## src/rtl/core/assert_macros.svh

```systemverilog
// ----------------------------------------------------------------------------
// Assertion macros
// Shared concurrent assertion wrappers for the line rasterizer RTL.
// ----------------------------------------------------------------------------
`ifndef ASSERT_MACROS_SVH
`define ASSERT_MACROS_SVH

`ifndef SYNTH

// Property that must hold at every clock edge outside reset.
`define ASSERT_PROP(lbl, clk, rst_n, prop, msg) \
	lbl: assert property (@(posedge clk) disable iff (!rst_n) (prop)) else $error(msg);

// Condition that must never be true outside reset.
`define ASSERT_NEVER(lbl, clk, rst_n, expr, msg) \
	lbl: assert property (@(posedge clk) disable iff (!rst_n) !(expr)) else $error(msg);

`else

`define ASSERT_PROP(lbl, clk, rst_n, prop, msg)
`define ASSERT_NEVER(lbl, clk, rst_n, expr, msg)

`endif

`endif

```

## src/rtl/core/lr_pkg.sv

```systemverilog
// ----------------------------------------------------------------------------
// Line rasterizer package
// Request, pixel and decoded command types shared by the rasterizer modules.
// ----------------------------------------------------------------------------
package lr_pkg;

	// Command codes carried in the request.
	typedef enum logic {
		OP_START   = 1'b0,
		OP_ADVANCE = 1'b1
	} opcode_t;

	// Depth of the queue between front and back.
	localparam int QUEUE_DEPTH = 2;

	// Enable flag set on every framebuffer write.
	localparam logic WR_ENABLE_BIT = 1'b1;

	// Input request.
	typedef struct packed {
		opcode_t     opcode;
		logic [7:0]  x_start;
		logic [7:0]  y_start;
		logic [7:0]  x_end;
		logic [7:0]  y_end;
		logic [14:0] color;
	} cmd_t;

	// Output pixel write.
	typedef struct packed {
		logic        pixel_valid;
		logic [7:0]  pixel_x;
		logic [7:0]  pixel_y;
		logic [15:0] fb_address;
		logic [15:0] pixel_data;
		logic        last;
	} pix_t;

	// Classified command with the line setup already worked out.
	typedef struct packed {
		opcode_t            opcode;
		logic [7:0]         x0;
		logic [7:0]         y0;
		logic [7:0]         x1;
		logic [7:0]         y1;
		logic [7:0]         dx;
		logic [7:0]         dy;
		logic               x_neg;
		logic               y_neg;
		logic signed [9:0]  err;
		logic [14:0]        color;
	} line_cmd_t;

endpackage

```

## src/rtl/core/lr_front.sv

```systemverilog
// ----------------------------------------------------------------------------
// Line rasterizer front end
// Accepts requests and works out the deltas, step signs and initial error.
// ----------------------------------------------------------------------------
module lr_front import lr_pkg::*; (
	input  cmd_t      cmd,
	input  logic      cmd_valid,
	output logic      cmd_ready,
	input  logic      q_full,
	output logic      q_push,
	output line_cmd_t q_data
);

	logic [7:0] dx;
	logic [7:0] dy;
	logic [9:0] half_dy;

	// Take a request whenever the queue has room.
	assign cmd_ready = !q_full;
	assign q_push    = cmd_valid && !q_full;

	// Absolute deltas and the rounded-up half of dy, used when y is the major axis.
	always_comb begin
		dx      = (cmd.x_start > cmd.x_end) ? (cmd.x_start - cmd.x_end)
		                                    : (cmd.x_end - cmd.x_start);
		dy      = (cmd.y_start > cmd.y_end) ? (cmd.y_start - cmd.y_end)
		                                    : (cmd.y_end - cmd.y_start);
		half_dy = ({2'b00, dy} + 10'd1) >> 1;
	end

	// Build the decoded command. An axis with equal ends counts as a negative step.
	always_comb begin
		q_data.opcode = cmd.opcode;
		q_data.x0     = cmd.x_start;
		q_data.y0     = cmd.y_start;
		q_data.x1     = cmd.x_end;
		q_data.y1     = cmd.y_end;
		q_data.dx     = dx;
		q_data.dy     = dy;
		q_data.x_neg  = !(cmd.x_start < cmd.x_end);
		q_data.y_neg  = !(cmd.y_start < cmd.y_end);
		q_data.color  = cmd.color;
		if (dx > dy) begin
			q_data.err = $signed({3'b000, dx[7:1]});
		end else begin
			q_data.err = -$signed(half_dy);
		end
	end

endmodule

```

## src/rtl/core/lr_queue.sv

```systemverilog
// ----------------------------------------------------------------------------
// Line rasterizer command queue
// Short first-in first-out buffer that decouples the front end from the back end.
// ----------------------------------------------------------------------------
`include "assert_macros.svh"

module lr_queue import lr_pkg::*; (
	input  logic      clk,
	input  logic      arst_n,
	input  logic      push,
	input  line_cmd_t push_data,
	input  logic      pop,
	output logic      full,
	output logic      head_valid,
	output line_cmd_t head
);

	localparam int PtrW = (QUEUE_DEPTH > 1) ? $clog2(QUEUE_DEPTH) : 1;
	localparam int CntW = $clog2(QUEUE_DEPTH + 1);

	line_cmd_t          mem_q [QUEUE_DEPTH];
	logic [PtrW-1:0]    wr_ptr_q;
	logic [PtrW-1:0]    rd_ptr_q;
	logic [CntW-1:0]    count_q;

	assign full       = (count_q == CntW'(QUEUE_DEPTH));
	assign head_valid = (count_q != '0);
	assign head       = mem_q[rd_ptr_q];

	// Storage for queued commands.
	always_ff @(posedge clk) begin
		if (push) begin
			mem_q[wr_ptr_q] <= push_data;
		end
	end

	// Pointers and fill count.
	always_ff @(posedge clk or negedge arst_n) begin
		if (!arst_n) begin
			wr_ptr_q <= '0;
			rd_ptr_q <= '0;
			count_q  <= '0;
		end else begin
			if (push) begin
				wr_ptr_q <= (wr_ptr_q == PtrW'(QUEUE_DEPTH - 1)) ? '0 : wr_ptr_q + 1'b1;
			end
			if (pop) begin
				rd_ptr_q <= (rd_ptr_q == PtrW'(QUEUE_DEPTH - 1)) ? '0 : rd_ptr_q + 1'b1;
			end
			if (push && !pop) begin
				count_q <= count_q + 1'b1;
			end else if (pop && !push) begin
				count_q <= count_q - 1'b1;
			end
		end
	end

	`ASSERT_NEVER(a_q_count_range, clk, arst_n, count_q > CntW'(QUEUE_DEPTH), "queue count overflow")
	`ASSERT_NEVER(a_q_pop_empty, clk, arst_n, pop && (count_q == '0), "pop from empty queue")

endmodule

```

## src/rtl/core/lr_back.sv

```systemverilog
// ----------------------------------------------------------------------------
// Line rasterizer back end
// Holds the line state, steps it once per advance and registers the pixel.
// ----------------------------------------------------------------------------
`include "assert_macros.svh"

module lr_back import lr_pkg::*; #(
	parameter int ROW_WIDTH = 256
) (
	input  logic      clk,
	input  logic      arst_n,
	input  logic      head_valid,
	input  line_cmd_t head,
	output logic      pop,
	output pix_t      pix,
	output logic      pix_valid,
	input  logic      pix_ready
);

	localparam logic [15:0] RowW = 16'(ROW_WIDTH);

	// Line state.
	logic [7:0]        cur_x_q;
	logic [7:0]        cur_y_q;
	logic [7:0]        tgt_x_q;
	logic [7:0]        tgt_y_q;
	logic [7:0]        dx_q;
	logic [7:0]        dy_q;
	logic              x_neg_q;
	logic              y_neg_q;
	logic signed [9:0] err_q;
	logic [14:0]       color_q;
	logic              busy_q;

	// Output register.
	pix_t              pix_q;
	logic              pix_valid_q;

	// Next values.
	logic [7:0]        nx_x;
	logic [7:0]        nx_y;
	logic [7:0]        nx_tx;
	logic [7:0]        nx_ty;
	logic signed [9:0] nx_err;
	logic [14:0]       nx_color;
	logic              step_x;
	logic              step_y;
	logic              done;
	logic              emit;
	logic              nx_busy;
	pix_t              pix_d;

	// A command runs when the output register is free or being drained.
	assign pop       = head_valid && (!pix_valid_q || pix_ready);
	assign pix       = pix_q;
	assign pix_valid = pix_valid_q;

	// Bresenham step or new line setup.
	always_comb begin
		step_x   = err_q > -$signed({2'b00, dx_q});
		step_y   = err_q < $signed({2'b00, dy_q});
		nx_x     = cur_x_q;
		nx_y     = cur_y_q;
		nx_tx    = tgt_x_q;
		nx_ty    = tgt_y_q;
		nx_err   = err_q;
		nx_color = color_q;
		emit     = 1'b0;
		if (head.opcode == OP_START) begin
			nx_x     = head.x0;
			nx_y     = head.y0;
			nx_tx    = head.x1;
			nx_ty    = head.y1;
			nx_err   = head.err;
			nx_color = head.color;
			emit     = 1'b1;
		end else if (busy_q) begin
			nx_err = err_q - (step_x ? $signed({2'b00, dy_q}) : 10'sd0)
			               + (step_y ? $signed({2'b00, dx_q}) : 10'sd0);
			if (step_x) begin
				nx_x = x_neg_q ? cur_x_q - 8'd1 : cur_x_q + 8'd1;
			end
			if (step_y) begin
				nx_y = y_neg_q ? cur_y_q - 8'd1 : cur_y_q + 8'd1;
			end
			emit = 1'b1;
		end
		done    = (nx_x == nx_tx) && (nx_y == nx_ty);
		nx_busy = emit ? !done : busy_q;
	end

	// Pixel write; an advance with no active line gives an all-zero result.
	always_comb begin
		pix_d = '0;
		if (emit) begin
			pix_d.pixel_valid = 1'b1;
			pix_d.pixel_x     = nx_x;
			pix_d.pixel_y     = nx_y;
			pix_d.fb_address  = 16'({8'd0, nx_y} * RowW) + {8'd0, nx_x};
			pix_d.pixel_data  = {WR_ENABLE_BIT, nx_color};
			pix_d.last        = done;
		end
	end

	// Line state registers.
	always_ff @(posedge clk) begin
		if (pop) begin
			cur_x_q <= nx_x;
			cur_y_q <= nx_y;
			tgt_x_q <= nx_tx;
			tgt_y_q <= nx_ty;
			err_q   <= nx_err;
			color_q <= nx_color;
			if (head.opcode == OP_START) begin
				dx_q    <= head.dx;
				dy_q    <= head.dy;
				x_neg_q <= head.x_neg;
				y_neg_q <= head.y_neg;
			end
		end
	end

	// Line activity flag.
	always_ff @(posedge clk or negedge arst_n) begin
		if (!arst_n) begin
			busy_q <= 1'b0;
		end else if (pop) begin
			busy_q <= nx_busy;
		end
	end

	// Output payload register.
	always_ff @(posedge clk) begin
		if (pop) begin
			pix_q <= pix_d;
		end
	end

	// Output valid.
	always_ff @(posedge clk or negedge arst_n) begin
		if (!arst_n) begin
			pix_valid_q <= 1'b0;
		end else if (pop) begin
			pix_valid_q <= 1'b1;
		end else if (pix_ready) begin
			pix_valid_q <= 1'b0;
		end
	end

	`ASSERT_PROP(a_last_ends_line, clk, arst_n, (pop && pix_d.last) |=> !busy_q, "line still active after last pixel")
	`ASSERT_PROP(a_idle_advance_blank, clk, arst_n, (pop && (head.opcode == OP_ADVANCE) && !busy_q) |=> (!pix_q.pixel_valid && (pix_q.pixel_data == '0)), "idle advance produced a pixel")
	`ASSERT_PROP(a_start_sets_pixel, clk, arst_n, (pop && (head.opcode == OP_START)) |=> (pix_q.pixel_valid && pix_q.pixel_data[15]), "start did not emit an enabled pixel")

endmodule

```

## src/rtl/core/line_rasterizer_core.sv

```systemverilog
// ----------------------------------------------------------------------------
// Line rasterizer core
// All-octant Bresenham line rasterizer producing framebuffer pixel writes.
// ----------------------------------------------------------------------------
// Every request gives exactly one response: a start request sets up a line and
// returns its first pixel, an advance request returns the next pixel, and an
// advance with no line active returns a response with pixel_valid low. The core
// sustains one request per cycle while the output is not stalled; a start is no
// slower than an advance because the front end computes the line setup while the
// request is written into a two-entry queue, and the back end then runs one
// error-term update per cycle. An accepted request passes through its queue entry
// and then the output register. The address is pixel_y * ROW_WIDTH + pixel_x, modulo 2^16.
module line_rasterizer_core import lr_pkg::*; #(
	parameter int ROW_WIDTH = 256
) (
	input  logic clk,
	input  logic arst_n,
	input  cmd_t cmd,
	input  logic cmd_valid,
	output logic cmd_ready,
	output pix_t pix,
	output logic pix_valid,
	input  logic pix_ready
);

	logic      q_full;
	logic      q_push;
	logic      q_pop;
	logic      q_head_valid;
	line_cmd_t q_in;
	line_cmd_t q_head;

	// Request classification.
	lr_front u_front (
		.cmd       (cmd),
		.cmd_valid (cmd_valid),
		.cmd_ready (cmd_ready),
		.q_full    (q_full),
		.q_push    (q_push),
		.q_data    (q_in)
	);

	// Decoupling queue.
	lr_queue u_queue (
		.clk        (clk),
		.arst_n     (arst_n),
		.push       (q_push),
		.push_data  (q_in),
		.pop        (q_pop),
		.full       (q_full),
		.head_valid (q_head_valid),
		.head       (q_head)
	);

	// Line stepping and pixel output.
	lr_back #(
		.ROW_WIDTH (ROW_WIDTH)
	) u_back (
		.clk        (clk),
		.arst_n     (arst_n),
		.head_valid (q_head_valid),
		.head       (q_head),
		.pop        (q_pop),
		.pix        (pix),
		.pix_valid  (pix_valid),
		.pix_ready  (pix_ready)
	);

endmodule

```

## config.mk

```make
export PLATFORM = sky130hd
export DESIGN_NAME = line_rasterizer_core
export DESIGN_NICKNAME = d
export VERILOG_FILES = /design/src/rtl/core/lr_pkg.sv /design/src/rtl/core/lr_front.sv /design/src/rtl/core/lr_queue.sv /design/src/rtl/core/lr_back.sv /design/src/rtl/core/line_rasterizer_core.sv
export VERILOG_INCLUDE_DIRS = /design/src /design/src/rtl/core
export SDC_FILE = /design/constraint.sdc
export NUM_CORES = 1
export LEC_CHECK = 0
export BUFFER_PORTS_ARGS = -buffer_cell sky130_fd_sc_hd__buf_2
export CAP_MARGIN = 20
export CORE_UTILIZATION = 40
export DETAILED_ROUTE_END_ITERATION = 10
export GPL_ROUTABILITY_DRIVEN = 0
export SYNTH_ARGS = -nofsm -noshare
export SYNTH_HDL_FRONTEND = slang
export SYNTH_SLANG_ARGS = --single-unit
```

## constraint.sdc

```tcl
create_clock -name clk -period 10.34 [get_ports clk]
set_clock_uncertainty 0.2 [all_clocks]
set_input_delay 1.551 -clock clk [delete_from_list [all_inputs] [get_ports clk]]
set_output_delay 1.551 -clock clk [all_outputs]
set_load 0.005 [all_outputs]
```

# ---- Word-level counts from Yosys, hierarchy flattened
# Memory sizes are Yosys's and may differ from the RTL's.
# Index checks and enable logic that the tools add are counted.
dict set report op_classes {
  add_sub_neg 18
  n_lt_le_gt_ge 7
  n_eq_ne 4
  mux 29
  bitwise_logic 1
  reduce_logical 19
}
# cell n
set op_table {}
lappend op_table {{8-bit 2-to-1 mux} 14}
lappend op_table {{50-bit 2-to-1 mux} 1}
lappend op_table {{8-bit subtractor} 4}
lappend op_table {{10-bit 2-to-1 mux} 3}
lappend op_table {{8-bit > comparator} 3}
lappend op_table {{16-bit by 8-bit adder with 16-bit output} 1}
lappend op_table {{8-bit by 1-bit adder with 8-bit output, second input constant} 2}
lappend op_table {{8-bit equality test} 2}
lappend op_table {{8-bit < comparator} 2}
lappend op_table {{8-bit by 1-bit subtractor with 8-bit output, second input constant} 2}
lappend op_table {{15-bit 2-to-1 mux} 1}
lappend op_table {{10-bit adder} 1}
lappend op_table {{10-bit > comparator} 1}
lappend op_table {{10-bit by 9-bit < comparator with 1-bit output} 1}
lappend op_table {{8-bit negation with 10-bit output} 1}
lappend op_table {{9-bit negation with 10-bit output} 1}
lappend op_table {{10-bit subtractor} 1}
lappend op_table {{8-bit by 1-bit adder with 9-bit output, second input constant} 1}
lappend op_table {{1-bit 2-to-1 mux} 8}
lappend op_table {{1-bit logical NOT} 7}
lappend op_table {{2-bit AND reduction} 3}
lappend op_table {{2-bit nonzero test} 3}
lappend op_table {{1-bit logical AND} 5}
lappend op_table {{2-bit 2-to-1 mux} 2}
lappend op_table {{7 further kinds} 8}
dict set report word_totals {
  ff_bits 131
  ramBits 152
  wordCells 101
  n_memories 1
}
# memory words width read_ports rd_ports_with_merged_regs write_ports line
set mem_list {}
lappend mem_list {u_queue.mem_q 2 76 1 0 1 lr_queue.sv:21} ;# line_cmd_t mem_q [QUEUE_DEPTH];

# ---- Longest topological paths before layout
dict set report depth {
  ltp_word 8
  ltp_mapped 27
  mapped_depth_nobuf 26
}

# ---- Hierarchy
# Synthesis repeated with hierarchy kept, for this count alone.
dict set report hier_totals {
  cells_unflattened 1097
  area_unflattened_um2 14662.8
}
# module instances cells_per_inst area_per_inst_um2 seq_area_each_um2
set modules_own_cells {}
lappend modules_own_cells {lr_back 1 562 6612.6 3293.2}
lappend modules_own_cells {lr_queue 1 253 5809.3 4664.5}
lappend modules_own_cells {lr_front 1 282 2240.9 0.0}

# ---- Worst setup path after synthesis
# No wires, ideal clock.
dict set report synth_timing {
  kind {input port to flip-flop}
  from {input port cmd[31] (netlist name)}
  to {memory u_queue.mem_q[0][19] (netlist name) (data pin)}
  setup_time_ps 262
  arrival_ps 5466
  path_slack_ps 4412
  cell_stages 18
  n_path_buf 1
  path_cell_list {inv_1 -> ha_1 -> inv_1 -> fa_1 -> and3_1 -> o21bai_4 -> a21o_1 -> mux2i_2 -> a221oi_1 -> o22ai_1 -> xor2_1 -> inv_1 -> ha_1 -> nand4_1 -> o21bai_1 -> a22oi_1 -> clkbuf_1 -> mux2_2}
}
# element line
set synth_lines {}
lappend synth_lines {{start: declaration} line_rasterizer_core.sv:18} ;# input cmd_t cmd,
lappend synth_lines {{end: declaration} lr_queue.sv:21}

# ---- Worst setup path in the final report
dict set report layout_timing {
  from {register u_back.dx_q[3]}
  to {register u_back.err_q[9] (data pin)}
}
dict set report layout_between {
  elab_chain_len 7
  elab_cells_between_ends 8
  cone_classes {add/sub (3); order compare (1); mux (4)}
}
# element line
set layout_lines {}
lappend layout_lines {{start: declaration} lr_back.sv:27} ;# logic [7:0] dx_q;
lappend layout_lines {{start signal: assignment} lr_back.sv:115} ;# dx_q <= head.dx;
lappend layout_lines {{8-bit negation with 10-bit output} lr_back.sv:60} ;# step_x = err_q > -$signed({2'b00, dx_q});
lappend layout_lines {{10-bit > comparator} lr_back.sv:60}
lappend layout_lines {{8-bit 2-to-1 mux} lr_back.sv:78} ;# nx_err = err_q - (step_x ? $signed({2'b00, dy_q}) : 10'sd0)
lappend layout_lines {{10-bit subtractor} lr_back.sv:78}
lappend layout_lines {{10-bit adder *} lr_back.sv:79} ;# + (step_y ? $signed({2'b00, dx_q}) : 10'sd0);
lappend layout_lines {{10-bit 2-to-1 mux *} lr_back.sv:77} ;# end else if (busy_q) begin
lappend layout_lines {{10-bit 2-to-1 mux *} lr_back.sv:69} ;# if (head.opcode == OP_START) begin
lappend layout_lines {{named net u_back.nx_err[9]} lr_back.sv:44} ;# logic signed [9:0] nx_err;
lappend layout_lines {{end signal: assignment} lr_back.sv:112} ;# err_q <= nx_err;
lappend layout_lines {{end: declaration} lr_back.sv:31} ;# logic signed [9:0] err_q;
# The timed path passes the listed nets; every way through them passes the cells marked *. The select of a mux whose other input is x is not followed.
# A chain may end at the register's enable or synchronous reset.

==> metrics.cfg <==
[synth]
ys_top_cells_by_count=edfxtp_1 (260), inv_1 (104), ha_1 (82)
synthArstFlopShare=0.0226
syn-cell-area_um2=14900
syn_avg_cell_area_um2=12.2
synth_top_area_frac=0.523
ys_types=90
synth.net_count=1368
yosys.area.top_type=edfxtp_1
synth_top_cells_by_area=edfxtp_1 (52%), ha_1 (6.9%), mux2i_1 (5.2%)
synthCells=1220
synth_edf_count=260
seq_area_frac_synth=0.533
yosys_most_used_dff=edfxtp_1
ys_seq_elements=266
yosys.cell_count.top_type=edfxtp_1
ys_warn_count=0

[die]
core_area_um2=36700
start_util=0.407
rows=70
die_w_um=195
ioPinCount=104
die-area_um2=38100
fp.dieH_um=195

[place]
placed_area_um2=15800
dp.cells=1746
place_ws_ns=3.91
dp_hpwl_um=24900
port_buffers=103

[sta]
worst_slack_ns=4.35
grt_setup_unrepaired=false
timing.fmax_ghz=0.167
final.setup.tns_ns=0
slew_headroom=0.278
hold_violations=0
fin_crit_sh=0.580
worst_slew_pin_slew_ns=1.08
slew_viol_final=0
finalSetupViolCount=0
fin_crit_ns=5.99
hold_slack_ns=0.332

[power_and_ir_drop]
power_frac_comb=0.506
intPower_mw=3.60
fin_total_pwr_mw=6.00
leakage_nw=6.56
clockPowerShare=0.153
switching_share=0.400
sequentialPowerShare=0.341
switching_power_mw=2.40
power_density_nw_per_um2=360
irDropWorstVdd_mv=0.177

[worst_hold_path]
hp-class=register to register
min_from=u_queue.count_q[1]$_DFFE_PN0P_
min_to=u_queue.count_q[1]$_DFFE_PN0P_
worstHoldPathCells=1

[final_layout]
stdcell_count=1794
fin_area_um2=16700
fin_util=0.454
drive_gt1_frac=0.163
area_delta_synth_final_pct=11.7
nets=1457

[cts]
cts_tree=built
clkTransAtPathRegs_ns=0.06
htree_levels=1
clock_sinks=266
clockBufferDepth=3
cts_buffers=28
holdBufCountCts=0
post_cts_resized=0
cts-root-buf=clkbuf_16
clock_latency_ns=0.55
cts_setup_buffers=0

[critical_path]
r2r_end=u_back.err_q[9]$_DFFE_PP_
worstPathMaxFanout=9
rr_worst_depth=20
reg2reg_from=u_back.dx_q[3]$_DFFE_PP_
cp-start-kind=register
arrival_ns=6.16
endpoint_kind=register
path_class=register to register
r2r_slack_ns=4.35
critPathRequiredTime_ns=10.51

[detailed_routing]
drt-total-wl_um=34400
route.detailed.drc=0
num_vias=9650
via_per_inst=5.38
wire_per_inst_um=19.2
drtAntennaViolNets=0
firstDrtPassIters=5
drt_iter0_markers=638

[global_routing]
grt_usage=0.181
grt_overflow_total=0
grt_max_degree=82
antenna_found_initial=3
first_global_vias=9432
grt_pass1_wl_um=53800

[outcome]
status=completed

[job]
maxCapViolCount=0

==> cell families (layout without fill, tap and decap cells) <==
| logic type | after synthesis | count (layout) | synth area share |
|---|---|---|---|
| AND/OR/NAND/NOR | 270 | 270 | 0.0989 |
| XOR/XNOR | 82 | 82 | 0.0496 |
| buffers and inverters | 164 | 269 | 0.0474 |
| flip-flops | 266 | 266 | 0.533 |
| AO/OA/AOI/OAI | 229 | 229 | 0.104 |
| adder cells (fa/ha/maj) | 96 | 96 | 0.0876 |
| other | 0 | 1 | 0 |
| multiplexers | 113 | 113 | 0.0792 |
==> worst max-delay path by stage <==
stage,startpoint,end,slack (ns),depth (start not counted)
finish,u_back.dx_q[3]$_DFFE_PP_,u_back.err_q[9]$_DFFE_PP_,4.35,20
global route,u_back.dx_q[3]$_DFFE_PP_,u_back.err_q[8]$_DFFE_PP_,3.91,20
CTS,u_back.dx_q[3]$_DFFE_PP_,u_back.err_q[9]$_DFFE_PP_,4.33,20
detailed placement,cmd[20],u_queue.mem_q[0][21]$_DFFE_PP_,3.91,18
global placement,cmd[31],u_queue.mem_q[0][21]$_DFFE_PP_,4.10,20
floorplan,cmd[31],u_queue.mem_q[0][19]$_DFFE_PP_,4.41,18
==> critical path: stages, from the launching register on <==
cell and delay, ns:
edfxtp_1 0.46, or4_1 0.57, or4_1 0.47, xnor2_1 0.16
ha_1 0.30, a21o_1 0.18, a211oi_2 0.39, and3_1 0.44
nor3_1 0.14, fa_1 0.57, inv_1 0.06, ha_1 0.29
a21o_1 0.18, a21oi_1 0.23, o21ai_0 0.13, a21oi_1 0.25
o21bai_1 0.11, a21oi_1 0.25, o21bai_1 0.12, mux2i_1 0.12
a311oi_1 0.20
==> final cells by class <==
class | count | area, µm²
Antenna cell | 1 | 2.50
Clock buffer | 32 | 716
Clock inverter | 14 | 106
Fill cell | 3344 | 20000
Inverter | 106 | 399
Multi-Input combinational cell | 790 | 6270
Sequential cell | 266 | 7960
Tap cell | 468 | 586
Timing Repair Buffer | 117 | 621
==> cells in the final DEF (no fill, tap or decap), types with 42 or more instances in the layout <==
cell type / Yosys / layout
a21oi_1: 51 / 51
and2_1: 42 / 42
buf_2: 13 / 103
edfxtp_1: 260 / 260
ha_1: 82 / 82
inv_1: 104 / 103
mux2i_1: 77 / 76
nand2_1: 66 / 66
nor2_1: 47 / 45
o21ai_0: 49 / 49
xnor2_1: 53 / 53
==> per-layer routing <==
metal	vias to the layer above	routed length, µm	part of all wire	track usage
li1	4650	-	-	-
met1	4667	16500	0.48	0.262
met2	293	15200	0.44	0.284
met3	40	1950	0.057	0.0326
met4	0	690	0.020	0.0400
met5	-	0	0	0
==> power groups by stage <==
stage | sequential (mW) | clock, mW | combinational (mW)
after floorplan | 1.98 | 0 | 2.32
after global placement | 2.05 | 0 | 2.99
after detailed placement | 2.06 | 0 | 3.03
after CTS | 2.05 | 0.944 | 3.05
after global routing | 2.09 | 0.984 | 3.39
final | 2.05 | 0.918 | 3.03
==> state kept, by name (all words and copies together) (netlist names), 8 cells and up <==
signal,cells
u_back.pix,33
u_back.dx_q,8
u_back.cur_x_q,8
u_back.tgt_y_q,8
u_back.dy_q,8
u_back.tgt_x_q,8
u_back.err_q,10
u_back.color_q,15
u_queue.mem_q,152
u_back.cur_y_q,8
No activity file was read; power rests on OpenSTA's default activity.
